==> config.mk <==
export PLATFORM = sky130hd
export DESIGN_NAME = fuzzy_subsequence_top_k_matcher_flat
export DESIGN_NICKNAME = d
export VERILOG_FILES = /design/src/rtl/core/fstk_pkg.sv /design/src/rtl/core/fstk_if.sv /design/src/rtl/core/fstk_ram.sv /design/src/rtl/core/fstk_match.sv /design/src/rtl/core/fstk_list.sv /design/src/rtl/core/fuzzy_subsequence_top_k_matcher.sv /design/src/flat_wrapper.sv
export SDC_FILE = /design/constraint.sdc
export NUM_CORES = 1
export LEC_CHECK = 0
export BUFFER_PORTS_ARGS = -buffer_cell sky130_fd_sc_hd__buf_2
export CAP_MARGIN = 40
export CORE_ASPECT_RATIO = 0.5
export CORE_UTILIZATION = 56
export CTS_CLUSTER_SIZE = 14
export DETAILED_ROUTE_END_ITERATION = 16
export PLACE_DENSITY = 0.76
export SETUP_SLACK_MARGIN = 0.02
export SLEW_MARGIN = 20
export SYNTH_ARGS = -nofsm -noshare
export SYNTH_HDL_FRONTEND = slang
export SYNTH_SLANG_ARGS = --single-unit
==> constraint.sdc <==
create_clock -name clk -period 6.2 [get_ports clk]
set_input_delay 0 -clock clk [delete_from_list [all_inputs] [get_ports clk]]
set_output_delay 0 -clock clk [all_outputs]
set_load 0.02 [all_outputs]
==> src/rtl/core/fstk_pkg.sv <==
// Shared types and constants for the fuzzy subsequence top-K matcher.
`timescale 1ns / 1ps

package fstk_pkg;

  // Parameter defaults
  localparam int unsigned QUERY_MAX_DEF  = 32;
  localparam int unsigned SYMBOL_MAX_DEF = 1024;
  localparam int unsigned TOP_K_DEF      = 8;

  // Fixed field widths
  localparam int unsigned CHAR_W    = 8;
  localparam int unsigned TAG_W     = 16;
  localparam int unsigned GAP_W     = 10;
  localparam int unsigned LEN_OUT_W = 11;
  localparam int unsigned QLEN_W    = 6;
  localparam int unsigned RLIM_W    = 4;
  localparam int unsigned CFG_IDX_W = 3;
  localparam int unsigned CFG_DAT_W = 64;

  // Report limit ceiling and gap saturation
  localparam int unsigned    REPORT_MAX     = 8;
  localparam logic [GAP_W-1:0]  GAP_SAT     = 10'd1023;
  localparam logic [RLIM_W-1:0] RLIM_RST    = 4'd8;

  // ASCII case folding
  localparam logic [CHAR_W-1:0] ASCII_UPPER_A  = 8'h41;
  localparam logic [CHAR_W-1:0] ASCII_UPPER_Z  = 8'h5A;
  localparam logic [CHAR_W-1:0] ASCII_CASE_OFS = 8'h20;

  // Configuration register indexes
  localparam logic [CFG_IDX_W-1:0] CFG_QUERY_LENGTH = 3'd0;
  localparam logic [CFG_IDX_W-1:0] CFG_QUERY_0_7    = 3'd1;
  localparam logic [CFG_IDX_W-1:0] CFG_QUERY_8_15   = 3'd2;
  localparam logic [CFG_IDX_W-1:0] CFG_QUERY_16_23  = 3'd3;
  localparam logic [CFG_IDX_W-1:0] CFG_QUERY_24_31  = 3'd4;
  localparam logic [CFG_IDX_W-1:0] CFG_FOLD_CASE    = 3'd5;
  localparam logic [CFG_IDX_W-1:0] CFG_METHOD_SEL   = 3'd6;
  localparam logic [CFG_IDX_W-1:0] CFG_REPORT_LIMIT = 3'd7;

  // Configuration register set
  typedef struct packed {
    logic [QLEN_W-1:0]        query_length;
    logic [31:0][CHAR_W-1:0]  query_chars;
    logic                     fold_case;
    logic                     method_sel;
    logic [RLIM_W-1:0]        report_limit;
  } fstk_cfg_t;

  // Commands into the best-list sequencer
  typedef struct packed {
    logic ins;
    logic rpt;
  } fstk_cmd_t;

endpackage

==> src/rtl/core/fstk_if.sv <==
// Valid/ready channel interfaces for input, result and configuration transfers.
`timescale 1ns / 1ps

interface fstk_in_if;
  logic        valid;
  logic        ready;
  logic        mode;
  logic [7:0]  char_code;
  logic        last_of_symbol;
  logic        symbol_is_method;
  logic [15:0] tag_index;

  modport source (output valid, mode, char_code, last_of_symbol, symbol_is_method, tag_index,
                  input ready);
  modport sink   (input valid, mode, char_code, last_of_symbol, symbol_is_method, tag_index,
                  output ready);
endinterface

interface fstk_out_if;
  logic        valid;
  logic        ready;
  logic [15:0] match_tag;
  logic [9:0]  gap_count;
  logic [10:0] symbol_length;
  logic        none_found;
  logic        last_result;

  modport source (output valid, match_tag, gap_count, symbol_length, none_found, last_result,
                  input ready);
  modport sink   (input valid, match_tag, gap_count, symbol_length, none_found, last_result,
                  output ready);
endinterface

interface fstk_cfg_if;
  logic        valid;
  logic        ready;
  logic [2:0]  index;
  logic [63:0] data;

  modport source (output valid, index, data, input ready);
  modport sink   (input valid, index, data, output ready);
endinterface

==> src/rtl/core/fstk_ram.sv <==
// Generic single-write, single-read RAM with registered read data.
`timescale 1ns / 1ps

module fstk_ram #(
  parameter int unsigned WIDTH = 8,
  parameter int unsigned DEPTH = 8,
  localparam int unsigned ADDR_W = (DEPTH > 1) ? $clog2(DEPTH) : 1
) (
  input  logic              clk,
  input  logic              we,
  input  logic [ADDR_W-1:0] waddr,
  input  logic [WIDTH-1:0]  wdata,
  input  logic              re,
  input  logic [ADDR_W-1:0] raddr,
  output logic [WIDTH-1:0]  rdata
);

  logic [WIDTH-1:0] mem [DEPTH];

  always_ff @(posedge clk) begin
    if (we) begin
      mem[waddr] <= wdata;
    end
    if (re) begin
      rdata <= mem[raddr];
    end
  end

endmodule

==> src/rtl/core/fstk_match.sv <==
// Per-character greedy subsequence match with gap accumulation.
`timescale 1ns / 1ps

module fstk_match import fstk_pkg::*; #(
  parameter int unsigned QUERY_MAX  = QUERY_MAX_DEF,
  parameter int unsigned SYMBOL_MAX = SYMBOL_MAX_DEF,
  localparam int unsigned POS_W = $clog2(SYMBOL_MAX + 1),
  localparam int unsigned ENT_W = TAG_W + GAP_W + POS_W
) (
  input  logic              clk,
  input  logic              rst_n,
  input  logic              char_acc,
  input  logic [CHAR_W-1:0] char_code,
  input  logic              last_of_symbol,
  input  logic              symbol_is_method,
  input  logic [TAG_W-1:0]  tag_index,
  input  fstk_cfg_t         cfg,
  output logic              ins_valid,
  output logic [ENT_W-1:0]  ins_entry
);

  localparam int unsigned QP_W = $clog2(QUERY_MAX + 1);
  localparam int unsigned GS_W = ((POS_W > GAP_W) ? POS_W : GAP_W) + 1;
  localparam logic [QLEN_W-1:0] QLEN_CAP  = QLEN_W'(QUERY_MAX);
  localparam logic [POS_W-1:0]  SYM_MAX_C = POS_W'(SYMBOL_MAX);

  logic [QP_W-1:0]   qp_r, qp_nxt;
  logic [POS_W-1:0]  last_r, last_nxt;
  logic              any_r, any_nxt;
  logic [GAP_W-1:0]  gap_r, gap_nxt;
  logic [POS_W-1:0]  spos_r, spos_nxt;

  logic [CHAR_W-1:0] c_low;
  logic [QLEN_W-1:0] qlen_act;
  logic              hit;
  logic [POS_W-1:0]  diff;
  logic [GS_W-1:0]   gap_sum;
  logic [GAP_W-1:0]  gap_upd;

  // Case folding, query byte compare and saturating gap update
  always_comb begin
    c_low = char_code;
    if (cfg.fold_case && char_code >= ASCII_UPPER_A && char_code <= ASCII_UPPER_Z) begin
      c_low = char_code + ASCII_CASE_OFS;
    end
    qlen_act = (cfg.query_length > QLEN_CAP) ? QLEN_CAP : cfg.query_length;
    hit      = (QLEN_W'(qp_r) < qlen_act) && (c_low == cfg.query_chars[5'(qp_r)]);
    diff     = spos_r - last_r - 1'b1;
    gap_sum  = GS_W'(gap_r) + GS_W'(diff);
    gap_upd  = (gap_sum > GS_W'(GAP_SAT)) ? GAP_SAT : gap_sum[GAP_W-1:0];

    qp_nxt   = qp_r;
    last_nxt = last_r;
    any_nxt  = any_r;
    gap_nxt  = gap_r;
    if (hit) begin
      if (any_r && spos_r > last_r) begin
        gap_nxt = gap_upd;
      end
      last_nxt = spos_r;
      any_nxt  = 1'b1;
      qp_nxt   = qp_r + 1'b1;
    end
    spos_nxt = (spos_r < SYM_MAX_C) ? spos_r + 1'b1 : spos_r;

    // Completed symbol of the requested kind that holds the whole query goes to the list
    ins_valid = char_acc && last_of_symbol && (symbol_is_method == cfg.method_sel) &&
                (QLEN_W'(qp_nxt) >= qlen_act);
    ins_entry = {tag_index, gap_nxt, spos_nxt};
  end

  // Symbol match state, cleared at the end of each symbol
  always_ff @(posedge clk) begin
    if (!rst_n) begin
      qp_r   <= '0;
      last_r <= '0;
      any_r  <= 1'b0;
      gap_r  <= '0;
      spos_r <= '0;
    end else if (char_acc) begin
      if (last_of_symbol) begin
        qp_r   <= '0;
        last_r <= '0;
        any_r  <= 1'b0;
        gap_r  <= '0;
        spos_r <= '0;
      end else begin
        qp_r   <= qp_nxt;
        last_r <= last_nxt;
        any_r  <= any_nxt;
        gap_r  <= gap_nxt;
        spos_r <= spos_nxt;
      end
    end
  end

  // Match state invariants
  a_qp_bound: assert property (@(posedge clk) disable iff (!rst_n)
    qp_r <= QP_W'(QUERY_MAX))
    else $error("query position beyond query maximum");
  a_any_pos: assert property (@(posedge clk) disable iff (!rst_n)
    !any_r |-> (qp_r == '0 && gap_r == '0))
    else $error("progress recorded without a match");
  a_end_clear: assert property (@(posedge clk) disable iff (!rst_n)
    (char_acc && last_of_symbol) |=> (spos_r == '0 && qp_r == '0))
    else $error("symbol state not cleared after final character");

endmodule

==> src/rtl/core/fstk_list.sv <==
// Sorted best-list sequencer: one shared compare per cycle for insertion, report readout.
`timescale 1ns / 1ps

module fstk_list import fstk_pkg::*; #(
  parameter int unsigned TOP_K      = TOP_K_DEF,
  parameter int unsigned SYMBOL_MAX = SYMBOL_MAX_DEF,
  localparam int unsigned POS_W = $clog2(SYMBOL_MAX + 1),
  localparam int unsigned ENT_W = TAG_W + GAP_W + POS_W
) (
  input  logic              clk,
  input  logic              rst_n,
  input  fstk_cmd_t         cmd,
  input  logic [ENT_W-1:0]  ins_entry,
  input  logic [RLIM_W-1:0] report_limit,
  output logic              busy,
  fstk_out_if.source        out_ch
);

  localparam int unsigned CNT_W = $clog2(TOP_K + 1);
  localparam int unsigned IDX_W = (TOP_K > 1) ? $clog2(TOP_K) : 1;
  localparam logic [CNT_W-1:0]  TOP_C   = CNT_W'(TOP_K);
  localparam logic [RLIM_W-1:0] LIM_CAP = RLIM_W'((REPORT_MAX < TOP_K) ? REPORT_MAX : TOP_K);

  localparam logic [2:0] ST_IDLE     = 3'd0;
  localparam logic [2:0] ST_INS_CMP  = 3'd1;
  localparam logic [2:0] ST_INS_PUT  = 3'd2;
  localparam logic [2:0] ST_RPT_LOAD = 3'd3;
  localparam logic [2:0] ST_RPT_NONE = 3'd4;

  logic [2:0]        state_r, state_nxt;
  logic [CNT_W-1:0]  cnt_r, cnt_nxt;
  logic [CNT_W-1:0]  pos_r, pos_nxt;
  logic [CNT_W-1:0]  rpt_k_r, rpt_k_nxt;
  logic [CNT_W-1:0]  rpt_n_r, rpt_n_nxt;
  logic [ENT_W-1:0]  ent_r, ent_nxt;

  logic              ram_we, ram_re;
  logic [IDX_W-1:0]  ram_waddr, ram_raddr;
  logic [ENT_W-1:0]  ram_wdata, ram_rdata;

  logic [CNT_W-1:0]  pos_m1, pos_m2, cnt_m1, k_p1, lim_c;
  logic [RLIM_W-1:0] lim4;
  logic              better, rpt_last, out_free, load, load_none;

  logic              out_valid_r;
  logic [TAG_W-1:0]  tag_r;
  logic [GAP_W-1:0]  gap_r;
  logic [LEN_OUT_W-1:0] len_r;
  logic              none_r, last_r;

  fstk_ram #(.WIDTH(ENT_W), .DEPTH(TOP_K)) u_ram (
    .clk  (clk),
    .we   (ram_we),
    .waddr(ram_waddr),
    .wdata(ram_wdata),
    .re   (ram_re),
    .raddr(ram_raddr),
    .rdata(ram_rdata)
  );

  // Shared ranking compare: smaller gap, then shorter symbol
  always_comb begin
    if (ent_r[POS_W +: GAP_W] != ram_rdata[POS_W +: GAP_W]) begin
      better = ent_r[POS_W +: GAP_W] < ram_rdata[POS_W +: GAP_W];
    end else begin
      better = ent_r[0 +: POS_W] < ram_rdata[0 +: POS_W];
    end
  end

  // Helpers for addresses and report length
  always_comb begin
    pos_m1   = pos_r - 1'b1;
    pos_m2   = pos_r - 2'd2;
    cnt_m1   = cnt_r - 1'b1;
    k_p1     = rpt_k_r + 1'b1;
    lim4     = (report_limit == '0) ? 4'd1 :
               ((report_limit > LIM_CAP) ? LIM_CAP : report_limit);
    lim_c    = CNT_W'(lim4);
    rpt_last = (k_p1 == rpt_n_r);
    out_free = !out_valid_r || out_ch.ready;
  end

  // Sequencer
  always_comb begin
    state_nxt = state_r;
    cnt_nxt   = cnt_r;
    pos_nxt   = pos_r;
    rpt_k_nxt = rpt_k_r;
    rpt_n_nxt = rpt_n_r;
    ent_nxt   = ent_r;
    ram_we    = 1'b0;
    ram_waddr = '0;
    ram_wdata = ent_r;
    ram_re    = 1'b0;
    ram_raddr = '0;
    load      = 1'b0;
    load_none = 1'b0;

    unique case (state_r)
      ST_IDLE: begin
        if (cmd.ins) begin
          ent_nxt = ins_entry;
          if (cnt_r == '0) begin
            ram_we    = 1'b1;
            ram_wdata = ins_entry;
            cnt_nxt   = cnt_r + 1'b1;
          end else begin
            // fetch the current tail and walk upwards
            ram_re    = 1'b1;
            ram_raddr = cnt_m1[IDX_W-1:0];
            pos_nxt   = cnt_r;
            state_nxt = ST_INS_CMP;
          end
        end else if (cmd.rpt) begin
          if (cnt_r == '0) begin
            state_nxt = ST_RPT_NONE;
          end else begin
            ram_re    = 1'b1;
            rpt_k_nxt = '0;
            rpt_n_nxt = (cnt_r < lim_c) ? cnt_r : lim_c;
            state_nxt = ST_RPT_LOAD;
          end
        end
      end

      ST_INS_CMP: begin
        if (better) begin
          // shift the compared entry down one place (dropped past the end)
          if (pos_r < TOP_C) begin
            ram_we    = 1'b1;
            ram_waddr = pos_r[IDX_W-1:0];
            ram_wdata = ram_rdata;
          end
          pos_nxt = pos_m1;
          if (pos_m1 == '0) begin
            state_nxt = ST_INS_PUT;
          end else begin
            ram_re    = 1'b1;
            ram_raddr = pos_m2[IDX_W-1:0];
          end
        end else begin
          if (pos_r < TOP_C) begin
            ram_we    = 1'b1;
            ram_waddr = pos_r[IDX_W-1:0];
          end
          if (cnt_r < TOP_C) begin
            cnt_nxt = cnt_r + 1'b1;
          end
          state_nxt = ST_IDLE;
        end
      end

      ST_INS_PUT: begin
        ram_we    = 1'b1;
        ram_waddr = pos_r[IDX_W-1:0];
        if (cnt_r < TOP_C) begin
          cnt_nxt = cnt_r + 1'b1;
        end
        state_nxt = ST_IDLE;
      end

      ST_RPT_NONE: begin
        if (out_free) begin
          load_none = 1'b1;
          state_nxt = ST_IDLE;
        end
      end

      ST_RPT_LOAD: begin
        if (out_free) begin
          load = 1'b1;
          if (rpt_last) begin
            cnt_nxt   = '0;
            state_nxt = ST_IDLE;
          end else begin
            rpt_k_nxt = k_p1;
            ram_re    = 1'b1;
            ram_raddr = k_p1[IDX_W-1:0];
          end
        end
      end

      default: begin
        state_nxt = ST_IDLE;
      end
    endcase
  end

  // Control registers
  always_ff @(posedge clk) begin
    if (!rst_n) begin
      state_r <= ST_IDLE;
      cnt_r   <= '0;
      pos_r   <= '0;
      rpt_k_r <= '0;
      rpt_n_r <= '0;
    end else begin
      state_r <= state_nxt;
      cnt_r   <= cnt_nxt;
      pos_r   <= pos_nxt;
      rpt_k_r <= rpt_k_nxt;
      rpt_n_r <= rpt_n_nxt;
    end
  end

  // Pending entry
  always_ff @(posedge clk) begin
    ent_r <= ent_nxt;
  end

  // Output register
  always_ff @(posedge clk) begin
    if (!rst_n) begin
      out_valid_r <= 1'b0;
    end else if (load || load_none) begin
      out_valid_r <= 1'b1;
    end else if (out_ch.ready) begin
      out_valid_r <= 1'b0;
    end
  end

  always_ff @(posedge clk) begin
    if (load) begin
      tag_r  <= ram_rdata[POS_W + GAP_W +: TAG_W];
      gap_r  <= ram_rdata[POS_W +: GAP_W];
      len_r  <= LEN_OUT_W'(ram_rdata[0 +: POS_W]);
      none_r <= 1'b0;
      last_r <= rpt_last;
    end else if (load_none) begin
      tag_r  <= '0;
      gap_r  <= '0;
      len_r  <= '0;
      none_r <= 1'b1;
      last_r <= 1'b1;
    end
  end

  assign busy                 = (state_r != ST_IDLE);
  assign out_ch.valid         = out_valid_r;
  assign out_ch.match_tag     = tag_r;
  assign out_ch.gap_count     = gap_r;
  assign out_ch.symbol_length = len_r;
  assign out_ch.none_found    = none_r;
  assign out_ch.last_result   = last_r;

  // List invariants
  a_cnt_bound: assert property (@(posedge clk) disable iff (!rst_n)
    cnt_r <= TOP_C)
    else $error("best count beyond list size");
  a_none_last: assert property (@(posedge clk) disable iff (!rst_n)
    (out_valid_r && none_r) |-> last_r)
    else $error("none-found result not marked final");
  a_ins_nonempty: assert property (@(posedge clk) disable iff (!rst_n)
    (state_r == ST_INS_CMP) |-> (cnt_r != '0 && pos_r != '0))
    else $error("compare walk on an empty list");
  a_rpt_clear: assert property (@(posedge clk) disable iff (!rst_n)
    (state_r == ST_RPT_LOAD && load && rpt_last) |=> (cnt_r == '0 && state_r == ST_IDLE))
    else $error("list not cleared after report");

endmodule

==> src/rtl/core/fuzzy_subsequence_top_k_matcher.sv <==
// Top level: configuration registers, input steering, match unit and best-list sequencer.
// A character item is taken when the list is idle; one that closes a qualifying symbol
//   then holds the input (not at all if the list is empty) while one shared comparator
//   walks the list.
// A report item holds the input while its results (one none-found on an empty list) are
//   loaded, longer under output stalls; each result is read from RAM, then registered out.
// Reset (synchronous, rst_n low) empties the list, clears match state and configuration
//   (report limit set to 8); list entries stay, as only counted entries are ever read.
`timescale 1ns / 1ps

module fuzzy_subsequence_top_k_matcher import fstk_pkg::*; #(
  parameter int unsigned QUERY_MAX  = QUERY_MAX_DEF,
  parameter int unsigned SYMBOL_MAX = SYMBOL_MAX_DEF,
  parameter int unsigned TOP_K      = TOP_K_DEF,
  localparam int unsigned POS_W = $clog2(SYMBOL_MAX + 1),
  localparam int unsigned ENT_W = TAG_W + GAP_W + POS_W
) (
  input  logic        clk,
  input  logic        rst_n,
  fstk_in_if.sink     in_ch,
  fstk_out_if.source  out_ch,
  fstk_cfg_if.sink    cfg_ch
);

  fstk_cfg_t        cfg_r;
  fstk_cmd_t        cmd;
  logic             busy;
  logic             in_acc, char_acc;
  logic             ins_valid;
  logic [ENT_W-1:0] ins_entry;

  // Configuration writes are always taken
  assign cfg_ch.ready = 1'b1;

  always_ff @(posedge clk) begin
    if (!rst_n) begin
      cfg_r.query_length <= '0;
      cfg_r.query_chars  <= '0;
      cfg_r.fold_case    <= 1'b0;
      cfg_r.method_sel   <= 1'b0;
      cfg_r.report_limit <= RLIM_RST;
    end else if (cfg_ch.valid) begin
      unique case (cfg_ch.index)
        CFG_QUERY_LENGTH: cfg_r.query_length       <= cfg_ch.data[QLEN_W-1:0];
        CFG_QUERY_0_7:    cfg_r.query_chars[7:0]   <= cfg_ch.data;
        CFG_QUERY_8_15:   cfg_r.query_chars[15:8]  <= cfg_ch.data;
        CFG_QUERY_16_23:  cfg_r.query_chars[23:16] <= cfg_ch.data;
        CFG_QUERY_24_31:  cfg_r.query_chars[31:24] <= cfg_ch.data;
        CFG_FOLD_CASE:    cfg_r.fold_case          <= cfg_ch.data[0];
        CFG_METHOD_SEL:   cfg_r.method_sel         <= cfg_ch.data[0];
        CFG_REPORT_LIMIT: cfg_r.report_limit       <= cfg_ch.data[RLIM_W-1:0];
        default: begin
        end
      endcase
    end
  end

  // Input steering: characters to the match unit, reports to the list
  assign in_ch.ready = !busy;
  assign in_acc      = in_ch.valid && !busy;
  assign char_acc    = in_acc && !in_ch.mode;
  assign cmd.ins     = ins_valid;
  assign cmd.rpt     = in_acc && in_ch.mode;

  fstk_match #(.QUERY_MAX(QUERY_MAX), .SYMBOL_MAX(SYMBOL_MAX)) u_match (
    .clk             (clk),
    .rst_n           (rst_n),
    .char_acc        (char_acc),
    .char_code       (in_ch.char_code),
    .last_of_symbol  (in_ch.last_of_symbol),
    .symbol_is_method(in_ch.symbol_is_method),
    .tag_index       (in_ch.tag_index),
    .cfg             (cfg_r),
    .ins_valid       (ins_valid),
    .ins_entry       (ins_entry)
  );

  fstk_list #(.TOP_K(TOP_K), .SYMBOL_MAX(SYMBOL_MAX)) u_list (
    .clk         (clk),
    .rst_n       (rst_n),
    .cmd         (cmd),
    .ins_entry   (ins_entry),
    .report_limit(cfg_r.report_limit),
    .busy        (busy),
    .out_ch      (out_ch)
  );

  // Steering invariants
  a_one_cmd: assert property (@(posedge clk) disable iff (!rst_n)
    !(cmd.ins && cmd.rpt))
    else $error("insert and report in the same cycle");
  a_busy_after_rpt: assert property (@(posedge clk) disable iff (!rst_n)
    cmd.rpt |=> busy)
    else $error("report did not start the sequencer");
  a_ins_gated: assert property (@(posedge clk) disable iff (!rst_n)
    ins_valid |-> char_acc)
    else $error("insert without an accepted character");

endmodule

==> src/flat_wrapper.sv <==
// flat-port wrapper written by rule: the top's interface ports become plain ports
module fuzzy_subsequence_top_k_matcher_flat import fstk_pkg::*;
#(
  parameter int unsigned QUERY_MAX  = QUERY_MAX_DEF,
  parameter int unsigned SYMBOL_MAX = SYMBOL_MAX_DEF,
  parameter int unsigned TOP_K      = TOP_K_DEF,
  localparam int unsigned POS_W = $clog2(SYMBOL_MAX + 1),
  localparam int unsigned ENT_W = TAG_W + GAP_W + POS_W
)
  (clk, rst_n, in_ch_valid, in_ch_mode, in_ch_char_code, in_ch_last_of_symbol, in_ch_symbol_is_method, in_ch_tag_index, in_ch_ready, out_ch_valid, out_ch_match_tag, out_ch_gap_count, out_ch_symbol_length, out_ch_none_found, out_ch_last_result, out_ch_ready, cfg_ch_valid, cfg_ch_index, cfg_ch_data, cfg_ch_ready);
  fstk_in_if in_ch_i ();
  fstk_out_if out_ch_i ();
  fstk_cfg_if cfg_ch_i ();
  input  logic clk;
  input  logic rst_n;
  input wire logic [$bits(in_ch_i.valid)-1:0] in_ch_valid;
  input wire logic [$bits(in_ch_i.mode)-1:0] in_ch_mode;
  input wire logic [$bits(in_ch_i.char_code)-1:0] in_ch_char_code;
  input wire logic [$bits(in_ch_i.last_of_symbol)-1:0] in_ch_last_of_symbol;
  input wire logic [$bits(in_ch_i.symbol_is_method)-1:0] in_ch_symbol_is_method;
  input wire logic [$bits(in_ch_i.tag_index)-1:0] in_ch_tag_index;
  output wire logic [$bits(in_ch_i.ready)-1:0] in_ch_ready;
  output wire logic [$bits(out_ch_i.valid)-1:0] out_ch_valid;
  output wire logic [$bits(out_ch_i.match_tag)-1:0] out_ch_match_tag;
  output wire logic [$bits(out_ch_i.gap_count)-1:0] out_ch_gap_count;
  output wire logic [$bits(out_ch_i.symbol_length)-1:0] out_ch_symbol_length;
  output wire logic [$bits(out_ch_i.none_found)-1:0] out_ch_none_found;
  output wire logic [$bits(out_ch_i.last_result)-1:0] out_ch_last_result;
  input wire logic [$bits(out_ch_i.ready)-1:0] out_ch_ready;
  input wire logic [$bits(cfg_ch_i.valid)-1:0] cfg_ch_valid;
  input wire logic [$bits(cfg_ch_i.index)-1:0] cfg_ch_index;
  input wire logic [$bits(cfg_ch_i.data)-1:0] cfg_ch_data;
  output wire logic [$bits(cfg_ch_i.ready)-1:0] cfg_ch_ready;
  assign in_ch_i.valid = in_ch_valid;
  assign in_ch_i.mode = in_ch_mode;
  assign in_ch_i.char_code = in_ch_char_code;
  assign in_ch_i.last_of_symbol = in_ch_last_of_symbol;
  assign in_ch_i.symbol_is_method = in_ch_symbol_is_method;
  assign in_ch_i.tag_index = in_ch_tag_index;
  assign in_ch_ready = in_ch_i.ready;
  assign out_ch_valid = out_ch_i.valid;
  assign out_ch_match_tag = out_ch_i.match_tag;
  assign out_ch_gap_count = out_ch_i.gap_count;
  assign out_ch_symbol_length = out_ch_i.symbol_length;
  assign out_ch_none_found = out_ch_i.none_found;
  assign out_ch_last_result = out_ch_i.last_result;
  assign out_ch_i.ready = out_ch_ready;
  assign cfg_ch_i.valid = cfg_ch_valid;
  assign cfg_ch_i.index = cfg_ch_index;
  assign cfg_ch_i.data = cfg_ch_data;
  assign cfg_ch_ready = cfg_ch_i.ready;
  fuzzy_subsequence_top_k_matcher #(.QUERY_MAX(QUERY_MAX), .SYMBOL_MAX(SYMBOL_MAX), .TOP_K(TOP_K)) u_core (.clk(clk), .rst_n(rst_n), .in_ch(in_ch_i), .out_ch(out_ch_i), .cfg_ch(cfg_ch_i));
endmodule
# Word-level counts from Yosys, hierarchy flattened
# Memories as Yosys holds them, arrays and structs flattened. A register that Yosys moved wholly into a read port is not among the register bits.
# Index checks and enable logic that the tools add are counted.
op_classes:
  magnitude_cmp: 15
  n_bitwise: 2
  eq_ne: 29
  mux: 88
  reduce_logical: 42
  n_addsub: 11
ops:
  columns: ["operator", "count"]
  rows:
  - ["$mux W37", 4]
  - ["$pmux W37 S2", 1]
  - ["$mux W4", 17]
  - ["$mux W11", 6]
  - ["$mux W10", 6]
  - ["$mux W3", 16]
  - ["$bmux W8 S5", 1]
  - ["$mux W16", 2]
  - ["$mux W1", 22]
  - ["$reduce_and A2 Y1", 10]
  - ["$mux W6", 3]
  - ["$ne A2 B2 Y1 const B", 9]
  - ["$reduce_and A6 Y1", 3]
  - ["$mux W8", 2]
  - ["$pmux W4 S2", 2]
  - ["$pmux W4 S4", 1]
  - ["$eq A3 B3 Y1 const B", 5]
  - ["$add A10 B11 Y12", 1]
  - ["$eq A3 B2 Y1 const B", 4]
  - ["$gt A12 B10 Y1 const B", 1]
  - ["$logic_not A4 Y1", 3]
  - ["$pmux W3 S4", 1]
  - ["$add A11 B1 Y11 const B", 1]
  - ["$gt A11 B11 Y1", 1]
  - ["other kinds (40)", 65]
word_totals:
  inputBits: 99
  reg_bits: 403
  out_inout_bits: 42
  elab_cells: 241
  n_memories: 1
  ram_bits: 296
memory_table:
  columns: ["memory", "words", "word_bits", "rd", "rd_clocked_by_memory_dff", "write_ports", "line", "text"]
  rows:
  - ["u_core.u_list.u_ram.mem", 8, 37, 1, 1, 1, "fstk_ram.sv:18", "logic [WIDTH-1:0] mem [DEPTH];"]

# Depth between registers and ports, before layout
# Gate-level depths: netlist of run 1.
logic_depth:
  word_depth: 13
  depth_mapped: 29
  depth_no_buf: 20

# Hierarchy
# A second synthesis of run 1 with hierarchy kept.
hier_totals:
  cells_unflattened: 2564
  hier_area_um2: 33191.8
by_module_without_submodules:
  columns: ["mod", "instances", "seq_area_each_um2", "area_each_um2", "cells_per_inst"]
  rows:
  - ["fstk_ram", 1, 9999.6, 12271.8, 477]
  - ["fuzzy_subsequence_top_k_matcher", 1, 5365.1, 9794.4, 948]
  - ["fstk_match", 1, 780.7, 5871.9, 655]
  - ["fstk_list", 1, 2672.6, 5253.8, 484]

# Worst setup path before layout of run 1
# Ideal clock, no wire load.
synth_timing:
  path_kind: "reg2reg"
  from: "reg u_core.u_match.qp_r[0]"
  to: "mem u_core.u_list.u_ram.mem[0][0] (netlist bit) (enable)"
  path_buffers: 6
  period_less_slack_ns: 6.625
  arrival_time_ns: 6.138
  required_time_ns: 5.713
  path_stages_with_launch: 22
  setup_time_ns: 0.487
  slack_ns: -0.425
  path_cell_list: "dfxtp_1 > buf_6 > buf_12 > buf_12 > mux4_1 > o21ai_0 > o21ai_0 > a22o_1 > xnor2_1 > a2111oi_4 > and2_1 > buf_4 > buf_4 > mux2_2 > ha_1 > a21o_1 > a21oi_1 > o21ai_0 > and3b_1 > clkbuf_1 > nand2_1 > o31ai_1"
synth_between:
  elab_chain_cells: 11
synth_rtl:
  columns: ["element", "line", "text"]
  rows:
  - ["start, declared", "fstk_match.sv:27", "logic [QP_W-1:0] qp_r, qp_nxt;"]
  - ["start signal, assigned", "fstk_match.sv:88", "qp_r <= qp_nxt;"]
  - ["$bmux W8 S5", "fstk_match.sv:47", "hit = (QLEN_W'(qp_r) < qlen_act) && (c_low == cfg.query_chars[5'(qp_r)]);"]
  - ["$mux W8 (implied by the code)", "fstk_match.sv:47", null]
  - ["$eq A8 B8 Y1", "fstk_match.sv:47", null]
  - ["$logic_and A1 B1 Y1", "fstk_match.sv:47", null]
  - ["$mux W6 (*)", "fstk_match.sv:56", "if (hit) begin"]
  - ["$ge A6 B6 Y1 (*)", "fstk_match.sv:68", "(QLEN_W'(qp_nxt) >= qlen_act);"]
  - ["$logic_and A1 B1 Y1 (*)", "fstk_match.sv:67", "ins_valid = char_acc && last_of_symbol && (symbol_is_method == cfg.method_sel) &&"]
  - ["$mux W1 (*)", "fstk_list.sv:101", "if (cmd.ins) begin"]
  - ["$pmux W1 S3 (*)", "fstk_list.sv:99", "unique case (state_r)"]
  - ["$mux W1 (*)", "fstk_ram.sv:21", "if (we) begin"]
  - ["$mux W1 (implied by the code) (*)", "fstk_ram.sv:22", "mem[waddr] <= wdata;"]
  - ["end, declared", "fstk_ram.sv:18", null]
# Every way passes the cells marked *; elsewhere a longest branch is shown, timed or not. The select of a mux whose other input is x is not followed.

# Worst setup path in the final report of run 1
layout_timing:
  from: "reg u_core.u_match.qp_r[0]"
  to: "reg u_core.u_list.u_ram.rdata[25] (read register of u_core.u_list.u_ram.mem), data pin"
layout_between:
  elab_chain_cells: 9
layout_rtl:
  columns: ["element", "line", "text"]
  rows:
  - ["$bmux W8 S5", "fstk_match.sv:47", null]
  - ["$mux W8 (implied by the code)", "fstk_match.sv:47", null]
  - ["$eq A8 B8 Y1", "fstk_match.sv:47", null]
  - ["$logic_and A1 B1 Y1", "fstk_match.sv:47", null]
  - ["$mux W6 (*)", "fstk_match.sv:56", null]
  - ["$ge A6 B6 Y1 (*)", "fstk_match.sv:68", null]
  - ["$logic_and A1 B1 Y1 (*)", "fstk_match.sv:67", null]
  - ["$mux W3 or $mux W1 (tied branches)", "fstk_list.sv:101", null]
  - ["$pmux W3 S3 or $pmux W1 S3 (tied branches)", "fstk_list.sv:99", null]
  - ["end, declared", "fstk_ram.sv:15", "output logic [WIDTH-1:0] rdata"]
# Marked as above.
# A chain may end at the register's enable or synchronous reset.

==> results of run 1 <==
repair_timing:
action / in CTS / in global routing
hold endpoints to repair: 448 / 0
setup buffers: 0 / 1
hold buffers: 91 / 0
endpoints found under the setup margin: 0 / 45
resized for setup: 0 / 7
routing by layer:
metal / vias to the layer above / routed length, um / GRT usage
li1: 11300 / - / -
met1: 12000 / 35500 / 0.374
met2: 935 / 40600 / 0.457
met3: 187 / 6240 / 0.0489
met4: 0 / 3310 / 0.116
met5: - / 0 / 0
power groups by stage:
stage | Sequential [mW] | Clock, mW | Combinational [mW]
6_report | 5.68 | 4.01 | 1.50
5_1_grt | 5.70 | 4.24 | 1.62
4_1_cts | 5.67 | 4.06 | 1.49
3_5_place_dp | 5.78 | 0 | 1.44
3_3_place_gp | 5.77 | 0 | 1.39
2_1_floorplan | 5.84 | 0 | 0.812
final cells by class:
cell class              instances  area, um2  area share
flip-flops and latches        736      18800       0.497
multi-input cells            1987      13400       0.353
repair buffers                302       2390      0.0632
clock buffers                  96       1840      0.0485
well taps                     768        961      0.0254
inverters                      68        255     0.00674
clock inverters                17        226     0.00598
Yosys cell counts, types with 10 or more instances:
library cell | count | area, um2
clkbuf_1 | 158 | 593
mux2i_1 | 52 | 521
a21o_1 | 24 | 180
a21oi_1 | 40 | 200
mux2_2 | 15 | 169
o211ai_1 | 10 | 75.1
a211oi_1 | 116 | 871
buf_4 | 12 | 90.1
ha_1 | 66 | 826
xnor2_1 | 33 | 289
dfxtp_1 | 328 | 6570
nand2b_1 | 12 | 75.1
nand2_1 | 631 | 2370
edfxtp_1 | 408 | 12300
and2_1 | 11 | 68.8
nor2_1 | 53 | 199
a32o_1 | 13 | 130
nor4_1 | 44 | 275
o21ai_0 | 33 | 165
nor2b_1 | 40 | 250
mux4_2 | 39 | 878
a22o_1 | 17 | 149
a22oi_1 | 35 | 263
and3_1 | 178 | 1110
a21boi_0 | 266 | 2000
buf_1 | 10 | 37.5
nor3_1 | 44 | 220
o32ai_1 | 10 | 87.6
xor2_1 | 11 | 96.3
a2111oi_0 | 39 | 342
inv_1 | 68 | 255
buf_2 | 26 | 130
nand3_1 | 29 | 145
placed cells by master (no fill, tap or decap), drive strengths merged, types with 11 or more instances in the layout:
cell type and count:
nand2 631, edfxtp 408, dfxtp 328, a21boi 268, buf 210, and3 178, a211oi 116, clkbuf 97
dlygate4sd3 91, inv 70, ha 66, nor2 54, mux2i 52, mux4 46, nor4 44, nor3 44
a21oi 41, a2111oi 41, nor2b 40, a22oi 35, o21ai 34, xnor2 33, nand3 30, a21o 24
a22o 17, mux2 17, a32o 13, nand2b 12, clkinv 12, xor2 11, and2 11
cell families (layout without fill, tap and decap cells):
logic type                 Yosys count  in the layout  share of synthesized area
other                                1              1                   0.000113
AOI/OAI and AO/OA                  679            679                      0.155
muxes                              115            115                     0.0533
and+or+nand+nor                   1080           1080                      0.150
adders and majority gates           68             68                     0.0260
xor gates and xnor gates            44             44                     0.0116
DFF                                736            736                      0.565
buffers and inverters              288            483                     0.0388
flip-flops by register name (all words and copies together), names as in the netlist, 3 cells and up:
signal and count:
u_core.u_list.rpt_k_r 4, u_core.u_list.out_ch.match_tag 16, u_core.u_list.out_ch.gap_count 10, u_core.u_list.pos_r 4, u_core.u_match.qp_r 6, u_core.u_list.rpt_n_r 4, u_core.u_list.cnt_r 4, u_core.cfg_r 268
u_core.u_list.state_r 3, u_core.u_list.out_ch.symbol_length 11, u_core.u_list.ent_r 37, u_core.u_match.gap_r 10, u_core.u_list.u_ram.rdata 37, u_core.u_match.spos_r 11, u_core.u_match.last_r 11, u_core.u_list.u_ram.mem 296
worst min-delay path by stage:
stage,slack (ns),from,cells past startpoint,endpoint
floorplan,0.1,in_ch_tag_index[0],0,u_core.u_list.ent_r[21]$_DFFE_PP_
global placement,0.19,in_ch_tag_index[3],1,u_core.u_list.ent_r[24]$_DFFE_PP_
detailed placement,0.20,in_ch_tag_index[13],1,u_core.u_list.ent_r[34]$_DFFE_PP_
CTS,0.08,in_ch_tag_index[10],2,u_core.u_list.ent_r[31]$_DFFE_PP_
global route,0.11,in_ch_tag_index[9],2,u_core.u_list.ent_r[30]$_DFFE_PP_
finish,0.11,in_ch_tag_index[9],2,u_core.u_list.ent_r[30]$_DFFE_PP_
through the flow:
stage          utilization  hold slack (ns)
2_1_floorplan            -           0.0989
3_3_place_gp         0.599            0.193
3_5_place_dp         0.600            0.195
4_1_cts              0.651           0.0824
5_1_grt              0.653            0.106
6_report             0.653            0.111
==> summary.md, run 1 <==
| Metric | Value |
|---|---|
| Avg Cell Area, Syn | 11.1 um2 |
| Num CTS Buffers | 66 |
| Part of the power in the clock network | 0.359 |
| Die Height | 174 um |
| Library cells used by synthesis | 85 |
| Setup Viol. Count Final | 0 |
| First-pass GRT wire length | 133000 um |
| Worst path cell trace | buf_12 -> mux4_1 -> o21ai_0 -> o21ai_0 -> a22o_1 -> xnor2_1 -> a2111oi_4 -> and2_1 -> buf_4 -> xnor2_1 -> ha_1 -> nand2b_1 -> a21o_1 -> a21oi_1 -> o21ai_0 -> nand4bb_1 -> buf_4 -> o22a_1 -> nand2_1 -> buf_4 -> a2111oi_0 -> nor4_1 |
| Seq/Total Area, Yosys | 0.565 |
| Min-Delay Path Class | input port to flop |
| Clock Latency Late Sink | 0.63 ns |
| Core footprint | 58000 um2 |
| RSZ-0062 raised after global routing | no |
| Initial antenna violation count | 0 |
| Total number of vias | between 20k and 25k |
| Cell Area, Placed | 34800 um2 |
| Buf+Inv Stages, Crit Path | 4 |
| Fin crit share | 0.955 |
| Layout Cells excl Fill | around 4.0k |
| # H-tree levels | 3 |
| Rows | 62 |
| DR vias/cell | 6.16 |
| Switching power | 2.95 mW |
| Die width | 347 um |
| MaxCap Viol Count | 0 |
| Slew Limit Fails | 0 |
| Top Ports | 141 |
| Initial detailed-routing violation count | 2363 |
| Final net count | 3328 |
| Combinational Power Share | 0.134 |
| DP Cell Count | 3767 |
| Initial Utilization | 0.574 |
| Largest stage delay, worst path | 0.63 ns |
| Synth-to-layout area growth | 13.7% |
| Setup Skew | about 0.025 ns |
| VDD IR max | about 180 uV |
| Critical Path Start | u_core.u_match.qp_r[0]$_SDFFE_PN0P_ |
| Internal | 8.24 mW |
| Worst Path Max Fanout | 37 |
| Place WS | ~0.12 ns |
| Fin. Hold Viols | 0 |
| FF+latch count, synth | 736 |
| Clock-pin slew on the worst setup and hold paths | around 0.06 ns |
| Largest net degree at the start of global routing | about 210 |
| Setup TNS | 0 ns |
| Routed Antenna Nets | 0 |
| Min cycle time layout | roughly 5.9 ns |
| Clk root buf | clkbuf_16 |
| Asr flop ratio synth | 0 |
| GR Overflow Total | 0 |
| Avg WL per Cell | 21.6 um |
| DP HPWL | a little over 50000 um |
| Startpoint types | flop |
| Worst Tran Pin Value | between 0.8 and 0.9 ns |
| Synth Flop Type | edfxtp_1 |
| GP Congestion | 0.899 |
| Final setup margin | 0.282 ns |
| CTS tree | built |
| Tot Pwr | 11.2 mW |
| Slew HR | 0.425 |
| Synthesized area | 33300 um2 |
| Sequential share of power | 0.507 |
| CP Capture Type | flop |
| Total Routed Length | 85600 um |
| Mapped Cells | about 3.0k |
| Vias in the first global route | between 20k and 25k |
| CP Class | flop to flop |
| Ant diodes | 0 |
| Ys Warns | 0 |
| Critical path depth | 22 |
| CP arrival | roughly 6.3 ns |
| Residual DRC count | 0 |
| Leakage | 13.3 nW |
| Worst r2r dst | u_core.u_list.u_ram.rdata[25]$_DFFE_PP_ |
| Design area | 37900 um2 |
| Buffers on Ports | 139 |
| Slowest stage cell, crit path | mux4_1 |
| Worst reg2reg startpoint | u_core.u_match.qp_r[0]$_SDFFE_PN0P_ |
| Die ar. | around 61000 um2 |
| FMAX | 0.169 GHz |
| R2R depth | 22 |
| Share of layout cells above drive strength 1 | 0.123 |
| First-pass DRT Iterations | 6 |
| Syn Nets | about 3.2k |
| Number of fill cells | between 4k and 5k |
| CP required | 6.54 ns |
| Crit path max-delay family | compound AO/OA/AOI/OAI gates |
| Gr usage total | 0.281 |
| Setup crit end | u_core.u_list.u_ram.rdata[25]$_DFFE_PP_ |
| Setup slack, reg-to-reg | 0.28 ns |
| Worst-case clock buffer depth | 3 |
| Post-synth EDFFs | 408 |
| Power per cell area | 295 nW/um2 |
| Sink Count | 736 |
| Switching Fraction | 0.264 |
| Run status | finished, final reports clean |
(Power assumes the default switching activity.)
==> run 2, diff against run 1 <==
MAX_ROUTING_LAYER = met4   (was default)
==> run 2 against run 1 <==
  * Register-to-register slack better by 0.05 ns
  * Die area unchanged
  * Total power up 1.7%
  * Largest cell class unchanged
  * Critical endpoint is now u_core.u_list.u_ram.rdata[34]$_DFFE_PP_
==> summary.md, run 2 (synthesis results as in run 1) <==
| Metric | Value |
|---|---|
| Gr usage total | 0.288 |
| R2R depth | 22 |
| FMAX | 0.170 GHz |
| Die ar. | 60500 um2 |
| Slew Limit Fails | 0 |
| Die Height | 174 um |
| Num CTS Buffers | 68 |
| Clock-pin slew on the worst setup and hold paths | 0.06 ns |
| Part of the power in the clock network | 0.369 |
| CP Capture Type | flop |
| CP arrival | roughly 6.2 ns |
| Commonest non-fill, non-tap cells in the layout | 628 x nand2_1, 408 x edfxtp_1, 326 x dfxtp_1 |
| Slowest stage cell, crit path | mux4_1 |
| DP HPWL | 50600 um |
| Worst-case clock buffer depth | 3 |
| Min-Delay Path Class | input port to flop |
| Vias in the first global route | between 20k and 25k |
| Top flop regs | u_core.u_list.u_ram.mem: 296 flops, u_core.cfg_r: 268 flops |
| Top Ports | roughly 140 |
| Worst Tran Pin Value | 0.847 ns |
| Startpoint types | flop |
| Switching Fraction | 0.258 |
| Buffers on Ports | ~140 |
| Rows | 62 |
| CP Class | flop to flop |
| Ant diodes | 0 |
| Total Routed Length | 85200 um |
| Sequential share of power | 0.499 |
| GP Congestion | 0.906 |
| Largest stage delay, worst path | 0.62 ns |
| Min cycle time layout | a little under 6 ns |
| Worst path cell trace | buf_12 -> mux4_1 -> o21ai_0 -> o21ai_0 -> a22o_1 -> xnor2_1 -> a2111oi_4 -> and2_1 -> buf_4 -> xnor2_1 -> ha_1 -> nand2b_1 -> a21o_1 -> a21oi_1 -> o21ai_0 -> nand4bb_1 -> buf_4 -> o22a_1 -> nand2_1 -> buf_4 -> a2111oi_0 -> nor4_1 |
| Fin util | 0.654 |
| DR vias/cell | 6.09 |
| Combinational Power Share | 0.132 |
| Clk root buf | clkbuf_16 |
| First-pass DRT Iterations | 6 |
| Residual DRC count | 0 |
| Share of layout cells above drive strength 1 | 0.123 |
| Place WS | between 0.1 and 0.15 ns |
| Initial Utilization | 0.574 |
| Fin crit share | 0.946 |
| Total number of vias | 24.2k |
| Internal | 8.44 mW |
| Most flops, register | u_core.u_list.u_ram.mem |
| CP required | 6.54 ns |
| Clock Latency Late Sink | 0.62 ns |
| Core footprint | 58000 um2 |
| Initial antenna violation count | 0 |
| Final setup margin | between 0.3 and 0.4 ns |
| Tot Pwr | 11.4 mW |
| Leakage | between 10 and 15 nW |
| Worst Path Max Fanout | 37 |
| Final net count | 3322 |
| Synth-to-layout area growth | 13.9% |
| Critical Path Start | u_core.u_match.qp_r[0]$_SDFFE_PN0P_ |
| Setup Viol. Count Final | 0 |
| Worst reg2reg startpoint | u_core.u_match.qp_r[0]$_SDFFE_PN0P_ |
| Max reg flops | 296 |
| Switching power | 2.94 mW |
| Avg WL per Cell | around 21 um |
| Power per cell area | roughly 300 nW/um2 |
| VDD IR max | 175 uV |
| Worst r2r dst | u_core.u_list.u_ram.rdata[34]$_DFFE_PP_ |
| Fin. Hold Viols | 0 |
| GR Overflow Total | 0 |
| Routed Antenna Nets | 0 |
| Setup crit end | u_core.u_list.u_ram.rdata[34]$_DFFE_PP_ |
| RSZ-0062 raised after global routing | yes |
| Slew HR | 0.434 |
| # H-tree levels | 3 |
| Commonest non-fill, non-tap cell in the layout | nand2_1 |
| Die width | 347 um |
| First-pass GRT wire length | 133000 um |
| Run status | finished, final reports clean |
| Setup slack, reg-to-reg | 0.33 ns |
| CTS tree | built |
| Initial detailed-routing violation count | around 2.4k |
| Sink Count | 736 |
| Largest net degree at the start of global routing | 212 |
| Setup Skew | between 0.02 and 0.025 ns |
| MaxCap Viol Count | 0 |
-- run 2: power by group through the flow --
stage	Combinational (mW)	Clock, mW	Sequential [mW]
6_report	1.50	4.20	5.68
5_1_grt	1.63	4.44	5.70
4_1_cts	1.49	4.24	5.67
3_5_place_dp	1.44	0	5.77
3_3_place_gp	1.39	0	5.77
2_1_floorplan	0.812	0	5.84
-- run 2: cell type report --
cell class              instances  area, um2
clock buffers                  99       1920
flip-flops and latches        736      18800
well taps                     768        961
fillers                      4326      20100
multi-input cells            1987      13400
repair buffers                294       2310
clock inverters                20        264
inverters                      68        255
-- run 2: how the worst min path moves through the flow --
stage	from	cells after the start	to
floorplan	in_ch_tag_index[0]	0	u_core.u_list.ent_r[21]$_DFFE_PP_
global placement	in_ch_tag_index[3]	1	u_core.u_list.ent_r[24]$_DFFE_PP_
detailed placement	in_ch_tag_index[10]	1	u_core.u_list.ent_r[31]$_DFFE_PP_
CTS	in_ch_tag_index[8]	2	u_core.u_list.ent_r[29]$_DFFE_PP_
global route	in_ch_tag_index[1]	2	u_core.u_list.ent_r[22]$_DFFE_PP_
finish	in_ch_tag_index[13]	2	u_core.u_list.ent_r[34]$_DFFE_PP_
-- run 2: worst max-delay path: cells and delay by family (launching register included) --
kind	cells	cell delay, ns
and+or+nand+nor	5	0.75
muxes	1	0.62
DFF	1	0.50
adders and majority gates	1	0.24
xor gates and xnor gates	2	0.33
AOI/OAI and AO/OA	9	2.17
buffers and inverters	4	0.97
-- run 2: metrics by stage --
step                setup TNS (ns)  hold slack, ns  cell area (um2)  cells
floorplan                        0          0.0989            33300   3011
global placement                 0           0.193            34800   3758
detailed placement               0           0.199            34800   3762
CTS                              0          0.0992            37900   3971
global route               -0.0554           0.120            37900   3972
finish                           0           0.111            37900   3972
-- run 2: metal layers --
layer,vias up,global-route usage,routed length (um)
met2,933,0.459,40600
met5,-,-,0
met1,11800,0.372,35500
met4,0,0.114,3220
met3,201,0.0442,5960
li1,11300,-,-
-- run 2: what timing repair did --
action	CTS	global route
buffers inserted	0	1
setup endpoints to repair	1	37
hold buffers	90	0
hold endpoints to repair	457	0
gates resized for setup	1	15
